$ cat src/hw/rtl/sam_pkg.sv
// ----------------------------------------------------------------------------
// sam_pkg
// Shared constants, micro-operation codes and controller/datapath structs
// for the suffix automaton matcher.
// ----------------------------------------------------------------------------
`default_nettype none

package sam_pkg;

	localparam int MAX_TOKENS_DEF  = 4096;
	localparam int TOKEN_BITS_DEF  = 20;
	localparam int STATE_DEPTH_DEF = 8192;
	localparam int EDGE_DEPTH_DEF  = 12288;

	// result field widths
	localparam int START_W    = 12;
	localparam int END_W      = 13;
	localparam int MLEN_W     = 13;
	localparam int OUT_DATA_W = 40;
	localparam int OUT_USER_W = 2;

	// datapath micro-operations
	localparam int OP_W = 5;
	localparam logic [OP_W-1:0] OP_NOP      = 5'd0;
	localparam logic [OP_W-1:0] OP_INIT     = 5'd1;
	localparam logic [OP_W-1:0] OP_CLEAR    = 5'd2;
	localparam logic [OP_W-1:0] OP_START    = 5'd3;
	localparam logic [OP_W-1:0] OP_LK_RD    = 5'd4;
	localparam logic [OP_W-1:0] OP_LK_HEAD  = 5'd5;
	localparam logic [OP_W-1:0] OP_LK_STEP  = 5'd6;
	localparam logic [OP_W-1:0] OP_M_HIT    = 5'd7;
	localparam logic [OP_W-1:0] OP_M_MISS   = 5'd8;
	localparam logic [OP_W-1:0] OP_M_LINK   = 5'd9;
	localparam logic [OP_W-1:0] OP_RES_RD   = 5'd10;
	localparam logic [OP_W-1:0] OP_RES      = 5'd11;
	localparam logic [OP_W-1:0] OP_G_RD     = 5'd12;
	localparam logic [OP_W-1:0] OP_G_CUR    = 5'd13;
	localparam logic [OP_W-1:0] OP_G_PUT    = 5'd14;
	localparam logic [OP_W-1:0] OP_Q_RD     = 5'd15;
	localparam logic [OP_W-1:0] OP_G_LINKQ  = 5'd16;
	localparam logic [OP_W-1:0] OP_CLONE    = 5'd17;
	localparam logic [OP_W-1:0] OP_CP_RD    = 5'd18;
	localparam logic [OP_W-1:0] OP_CP_PUT   = 5'd19;
	localparam logic [OP_W-1:0] OP_RD_SET   = 5'd20;
	localparam logic [OP_W-1:0] OP_CL_LQ    = 5'd21;
	localparam logic [OP_W-1:0] OP_CL_LC    = 5'd22;
	localparam logic [OP_W-1:0] OP_G_END    = 5'd23;
	localparam logic [OP_W-1:0] OP_EMIT     = 5'd24;

	typedef struct packed {
		logic [OP_W-1:0] op;
		logic            len_min;
	} sam_cmd_t;

	typedef struct packed {
		logic head_none;
		logic step_hit;
		logic next_none;
		logic hit;
		logic s_root;
		logic slink_none;
		logic lens_eq;
		logic ee_none;
		logic redirect_ok;
		logic full;
		logic out_free;
	} sam_stat_t;

endpackage

`default_nettype wire

$ cat src/hw/rtl/sam_ctrl.sv
// ----------------------------------------------------------------------------
// sam_ctrl
// Controller: sequences match, edge lookups, growth and cloning as
// micro-operations issued to the datapath.
// ----------------------------------------------------------------------------
`default_nettype none

module sam_ctrl
	import sam_pkg::*;
(
	input  wire logic      clk,
	input  wire logic      arst_n,
	input  wire logic      s_tvalid,
	output logic           s_tready,
	input  wire logic      mode,
	input  wire sam_stat_t stat,
	output sam_cmd_t       cmd
);

	localparam logic [4:0] ST_INIT = 5'd0;
	localparam logic [4:0] ST_IDLE = 5'd1;
	localparam logic [4:0] ST_LK0  = 5'd2;
	localparam logic [4:0] ST_LK1  = 5'd3;
	localparam logic [4:0] ST_LK2  = 5'd4;
	localparam logic [4:0] ST_MT   = 5'd5;
	localparam logic [4:0] ST_RES0 = 5'd6;
	localparam logic [4:0] ST_RES1 = 5'd7;
	localparam logic [4:0] ST_G0   = 5'd8;
	localparam logic [4:0] ST_G1   = 5'd9;
	localparam logic [4:0] ST_PL   = 5'd10;
	localparam logic [4:0] ST_Q0   = 5'd11;
	localparam logic [4:0] ST_Q1   = 5'd12;
	localparam logic [4:0] ST_C0   = 5'd13;
	localparam logic [4:0] ST_C1   = 5'd14;
	localparam logic [4:0] ST_RD   = 5'd15;
	localparam logic [4:0] ST_CLE0 = 5'd16;
	localparam logic [4:0] ST_CLE1 = 5'd17;
	localparam logic [4:0] ST_GEND = 5'd18;
	localparam logic [4:0] ST_FIN  = 5'd19;

	// where a lookup returns to
	localparam logic [1:0] R_MATCH = 2'd0;
	localparam logic [1:0] R_G1    = 2'd1;
	localparam logic [1:0] R_RD    = 2'd2;

	logic [4:0] state_q, state_d, ret_st;
	logic [1:0] ret_q, ret_d;

	always_comb begin
		unique case (ret_q)
			R_G1:    ret_st = ST_PL;
			R_RD:    ret_st = ST_RD;
			default: ret_st = ST_MT;
		endcase
	end

	assign s_tready = state_q == ST_IDLE;

	always_comb begin
		state_d     = state_q;
		ret_d       = ret_q;
		cmd.op      = OP_NOP;
		cmd.len_min = 1'b0;
		unique case (state_q)
			ST_INIT: begin
				cmd.op  = OP_INIT;
				state_d = ST_IDLE;
			end
			ST_IDLE: begin
				if (s_tvalid) begin
					if (mode) begin
						cmd.op  = OP_CLEAR;
						state_d = ST_FIN;
					end else begin
						cmd.op  = OP_START;
						ret_d   = R_MATCH;
						state_d = ST_LK0;
					end
				end
			end
			ST_LK0: begin
				cmd.op  = OP_LK_RD;
				state_d = ST_LK1;
			end
			ST_LK1: begin
				cmd.op      = OP_LK_HEAD;
				cmd.len_min = ret_q == R_MATCH;
				state_d     = stat.head_none ? ret_st : ST_LK2;
			end
			ST_LK2: begin
				cmd.op = OP_LK_STEP;
				if (stat.step_hit || stat.next_none) state_d = ret_st;
			end
			ST_MT: begin
				if (stat.hit) begin
					cmd.op  = OP_M_HIT;
					state_d = ST_RES0;
				end else if (stat.s_root) begin
					cmd.op  = OP_M_MISS;
					state_d = ST_RES0;
				end else begin
					cmd.op  = OP_M_LINK;
					state_d = ST_LK0;
				end
			end
			ST_RES0: begin
				cmd.op  = OP_RES_RD;
				state_d = ST_RES1;
			end
			ST_RES1: begin
				cmd.op  = OP_RES;
				state_d = stat.full ? ST_FIN : ST_G0;
			end
			ST_G0: begin
				cmd.op  = OP_G_RD;
				state_d = ST_G1;
			end
			ST_G1: begin
				cmd.op  = OP_G_CUR;
				ret_d   = R_G1;
				state_d = ST_LK0;
			end
			ST_PL: begin
				if (stat.hit) begin
					state_d = ST_Q0;
				end else begin
					cmd.op  = OP_G_PUT;
					state_d = stat.slink_none ? ST_GEND : ST_LK0;
				end
			end
			ST_Q0: begin
				cmd.op  = OP_Q_RD;
				state_d = ST_Q1;
			end
			ST_Q1: begin
				if (stat.lens_eq) begin
					cmd.op  = OP_G_LINKQ;
					state_d = ST_GEND;
				end else begin
					cmd.op  = OP_CLONE;
					state_d = ST_C0;
				end
			end
			ST_C0: begin
				if (stat.ee_none) begin
					state_d = ST_RD;
				end else begin
					cmd.op  = OP_CP_RD;
					state_d = ST_C1;
				end
			end
			ST_C1: begin
				cmd.op  = OP_CP_PUT;
				state_d = ST_C0;
			end
			ST_RD: begin
				if (stat.redirect_ok) begin
					cmd.op  = OP_RD_SET;
					ret_d   = R_RD;
					state_d = stat.slink_none ? ST_CLE0 : ST_LK0;
				end else begin
					state_d = ST_CLE0;
				end
			end
			ST_CLE0: begin
				cmd.op  = OP_CL_LQ;
				state_d = ST_CLE1;
			end
			ST_CLE1: begin
				cmd.op  = OP_CL_LC;
				state_d = ST_GEND;
			end
			ST_GEND: begin
				cmd.op  = OP_G_END;
				state_d = ST_FIN;
			end
			ST_FIN: begin
				if (stat.out_free) begin
					cmd.op  = OP_EMIT;
					state_d = ST_IDLE;
				end
			end
			default: state_d = ST_INIT;
		endcase
	end

	always_ff @(posedge clk or negedge arst_n) begin
		if (!arst_n) begin
			state_q <= ST_INIT;
			ret_q   <= R_MATCH;
		end else begin
			state_q <= state_d;
			ret_q   <= ret_d;
		end
	end

endmodule

`default_nettype wire

$ cat config.mk
export PLATFORM = sky130hd
export DESIGN_NAME = sam_ctrl
export DESIGN_NICKNAME = d
export VERILOG_FILES = /design/src/hw/rtl/sam_pkg.sv /design/src/hw/rtl/sam_ctrl.sv
export SDC_FILE = /design/constraint.sdc
export NUM_CORES = 1
export LEC_CHECK = 0
export BUFFER_PORTS_ARGS = -buffer_cell sky130_fd_sc_hd__clkbuf_2
export CELL_PAD_IN_SITES_DETAIL_PLACEMENT = 1
export CELL_PAD_IN_SITES_GLOBAL_PLACEMENT = 2
export CORE_UTILIZATION = 27
export CTS_CLUSTER_DIAMETER = 60
export DETAILED_ROUTE_END_ITERATION = 16
export PLACE_DENSITY_LB_ADDON = 0.1
export RECOVER_POWER = 100
export SETUP_SLACK_MARGIN = 0.02
export SLEW_MARGIN = 10
export SYNTH_ARGS = -nofsm -noshare
export SYNTH_HDL_FRONTEND = slang
export SYNTH_SLANG_ARGS = --single-unit
$ cat constraint.sdc
create_clock -name clk -period 1.6 [get_ports clk]
set_input_delay 0.4 -clock clk [delete_from_list [all_inputs] [get_ports clk]]
set_output_delay 0.4 -clock clk [all_outputs]
set_load 0.02 [all_outputs]
==> results.yml <==
clock_tree:
  h-tree-depth: 1
  cts_buffer_depth: 2
  clk_pin_slew_worst_paths_ns: 0.05
  insertion_delay_ns: 0.24
  cts_buffers: 3
  clk_root_buffer_cell: "clkbuf_8"
  cts_tree: "yes"
  cts_num_sinks: 7
detailed_routing:
  first_pass_iters: 4
  wire_per_inst_um: 20.43
  vias: 1557
  vias_per_cell: 5.621
  drt-total-wl_um: 5658
  first_iter_violations: 57
  ant_nets: 0
  drc_errors: 0
floorplan:
  start_util_pct: 28.58
  die_area_um2: 4218
  die_w_um: 64.95
  io_pins: 22
  core-area_um2: 3744
  die_h_um: 64.95
  core.rowCount: 22
power:
  combPwrFrac_pct: 83.5
  power.switching_uw: 1897
  pwr-share-clk_pct: 6.7
  switching_share_pct: 46.38
  p_seq_share_pct: 9.8
  powerDensity_nw_per_um2: 1972
  p_int_uw: 2193
  p_leak_uw: 0.0008842
  max-vdd-ir-drop_v: 0.0009632
worst_setup_path:
  worstPathArrival_ns: 1.65
  cp-endpoint: "cmd[5]"
  reg2reg_to: "state_q[4]"
  start_kind: "register"
  end_kind: "output pin"
  critPathRequiredTime_ns: 1.20
  cp-startpoint: "state_q[2]"
  path_max_fanout: 5
  r2r_cells: 5
  reg2reg_slack_ns: -0.18
  critical_path_class: "register to output pin"
  r2r-start: "state_q[2]"
grt:
  grt_pass1_wl_um: 8804
  grt_use_total_pct: 28.32
  grt_pass1_vias: 1615
  gr-total-overflow: 0
  grt_start_max_net_pins: 10
  grt_antenna_before_repair: 0
synth:
  muxShareOfSynthArea_pct: 0
  yosys.area_share.simple_pct: 32.05
  ys_seq_area_share_pct: 16.37
  avgSynthCellArea_um2: 7.180
  ys.flop_type: "dfrtp_1"
  yosys.area_share.adder_pct: 2.339
  synth_edf_count: 0
  synth.distinct_cells: 48
  synth_compound_area_share_pct: 35.56
  synthCells: 149
  synth-seq-cells: 7
  yosysWarnings: 0
  synth_xor_area_share_pct: 0
  synthArstFlopShare_pct: 100.0
  synth_area_um2: 1070
  synth_top_family_by_area: "compound AO/OA/AOI/OAI gates"
  synth_fp_nets: 166
sta:
  fin_crit_sh_pct: 128.4
  drv_slew: 0
  max_freq_mhz: 486.8
  relSlewSlack_pct: 68.83
  period_needed_ns: 2.054
  hold_violations: 0
  setup_viol: 13
  rsz0062_at_grt: "true"
  fin_ws_ns: -0.4542
  worstMarginPinSlew_ns: 0.4676
  clock_skew_ns: 0.009729
run_status:
  violations: "setup timing"
  status: "finished, violations left"
final_layout:
  seq_area_um2: 181.4
  antennaDiodeCount: 0
  syn_to_final_growth_pct: 93.92
  multi_input_area_um2: 1010
  fillers: 465
  final_common_cell: "buf_4"
  final_cell_count_no_fill: 277
  final_cell_mix: "buf_4, clkbuf_2, buf_6, nand2_1, a21oi_1"
  nets: 247
  drive_gt1_share_pct: 63.76
hold_path:
  hold_class: "input port to asynchronous set/reset pin"
place:
  dpl.cell_count: 261
  place_worst_setup_slack_ns: -0.2941
  gp_congestion: 0.8845
  io_buffers: 21
  detailed_place_hpwl_um: 3983
flow_run:
  maxCapViolations: 0
[cell type report]
type	count	share of cell area, %
inverters	9	1.930
clock buffers	4	2.171
flip-flops and latches	7	8.745
well taps	48	2.895
multi-input cells	120	48.67
repair buffers	89	35.59
[cells in the mapped netlist (2+ instances only)]
cell type | number | area share [%]
nand2_1 | 16 | 5.6
nor2_1 | 10 | 3.5
o21ai_0 | 9 | 4.2
a21oi_1 | 8 | 3.7
inv_1 | 8 | 2.8
nand3_1 | 8 | 3.7
dfrtp_1 | 7 | 16
nor3_1 | 6 | 2.8
buf_2 | 5 | 2.3
clkbuf_8 | 5 | 6.4
nand2b_1 | 5 | 2.9
o211ai_1 | 5 | 3.5
a22oi_1 | 4 | 2.8
a31oi_1 | 4 | 2.3
a41oi_1 | 4 | 3.3
nand4_1 | 4 | 2.3
o22ai_1 | 3 | 1.8
ha_1 | 2 | 2.3
nor2b_1 | 2 | 1.2
o2111ai_1 | 2 | 1.6
o21bai_1 | 2 | 1.4
o221ai_1 | 2 | 1.6
o31ai_1 | 2 | 1.4
or3b_1 | 2 | 1.6
[power by group through the flow]
| stage | sequential, µW | clock [µW] | combinational, µW |
|---|---|---|---|
| after floorplan | 303 | 0 | 1600 |
| after global placement | 376 | 0 | 2480 |
| after detailed placement | 380 | 0 | 2520 |
| after CTS | 388 | 277 | 3050 |
| after global routing | 409 | 284 | 3630 |
| final | 400 | 275 | 3410 |
[cell families (layout without fill, tap and decap cells)]
logic type,after synthesis,count (layout)
simple gates,64,64
compound gates,54,54
buf+inv,22,102
flops,7,7
fa+ha+maj,2,2
[per-stage QoR]
| step | area, µm² | util, % | TNS [ns] | total power (µW) | hold slack, ns |
|---|---|---|---|---|---|
| 4_1_cts | 1922 | 51.34 | -3.738 | 3719 | 0.01060 |
| 5_1_grt | 2074 | 55.41 | -4.288 | 4323 | 0.1285 |
| 6_report | 2074 | 55.41 | -3.585 | 4090 | 0.08290 |
| 3_5_place_dp | 1595 | 42.61 | -2.723 | 2899 | 0.2633 |
| 2_1_floorplan | 1135 | - | -0.4092 | 1907 | 0.1044 |
| 3_3_place_gp | 1595 | 42.61 | -2.322 | 2855 | 0.2557 |
[what timing repair did]
item | CTS | global route
pin swaps | 12 | 17
hold buffers | 0 | 0
endpoints found under the hold margin | 0 | 0
resized for setup | 51 | 35
gates cloned | 1 | 0
setup buffers | 6 | 7
setup endpoints to repair | 13 | 13
[per-layer routing]
metal | GRT usage, % | wire [µm] | vias to the layer above
met5 | 0 | 0 | -
met2 | 50.91 | 2891 | 50
met1 | 34.32 | 2389 | 771
met4 | 5.556 | 87 | 0
li1 | - | - | 728
met3 | 5.810 | 289 | 8
[sequential cells by signal (all words and copies together), names as in the netlist]
signal	count
state_q	5
ret_q	2
[worst max-delay path: stages (launching register included)]
cell	delay (ns)
dfrtp_2	0.47
buf_4	0.16
nor2_2	0.11
buf_4	0.15
buf_4	0.10
a21oi_1	0.10
o21ai_2	0.16
clkbuf_8	0.16
[how the worst min path moves through the flow]
| stage | start | to | slack, ns | cells past startpoint |
|---|---|---|---|---|
| finish | arst_n | state_q[4] | 0.08 | 1 |
| global route | arst_n | state_q[4] | 0.13 | 1 |
| CTS | arst_n | state_q[4] | 0.01 | 1 |
| detailed placement | arst_n | ret_q[1] | 0.26 | 1 |
| global placement | arst_n | ret_q[0] | 0.26 | 1 |
| floorplan | arst_n | ret_q[0] | 0.10 | 0 |
Power figures use the tool's default switching activity.
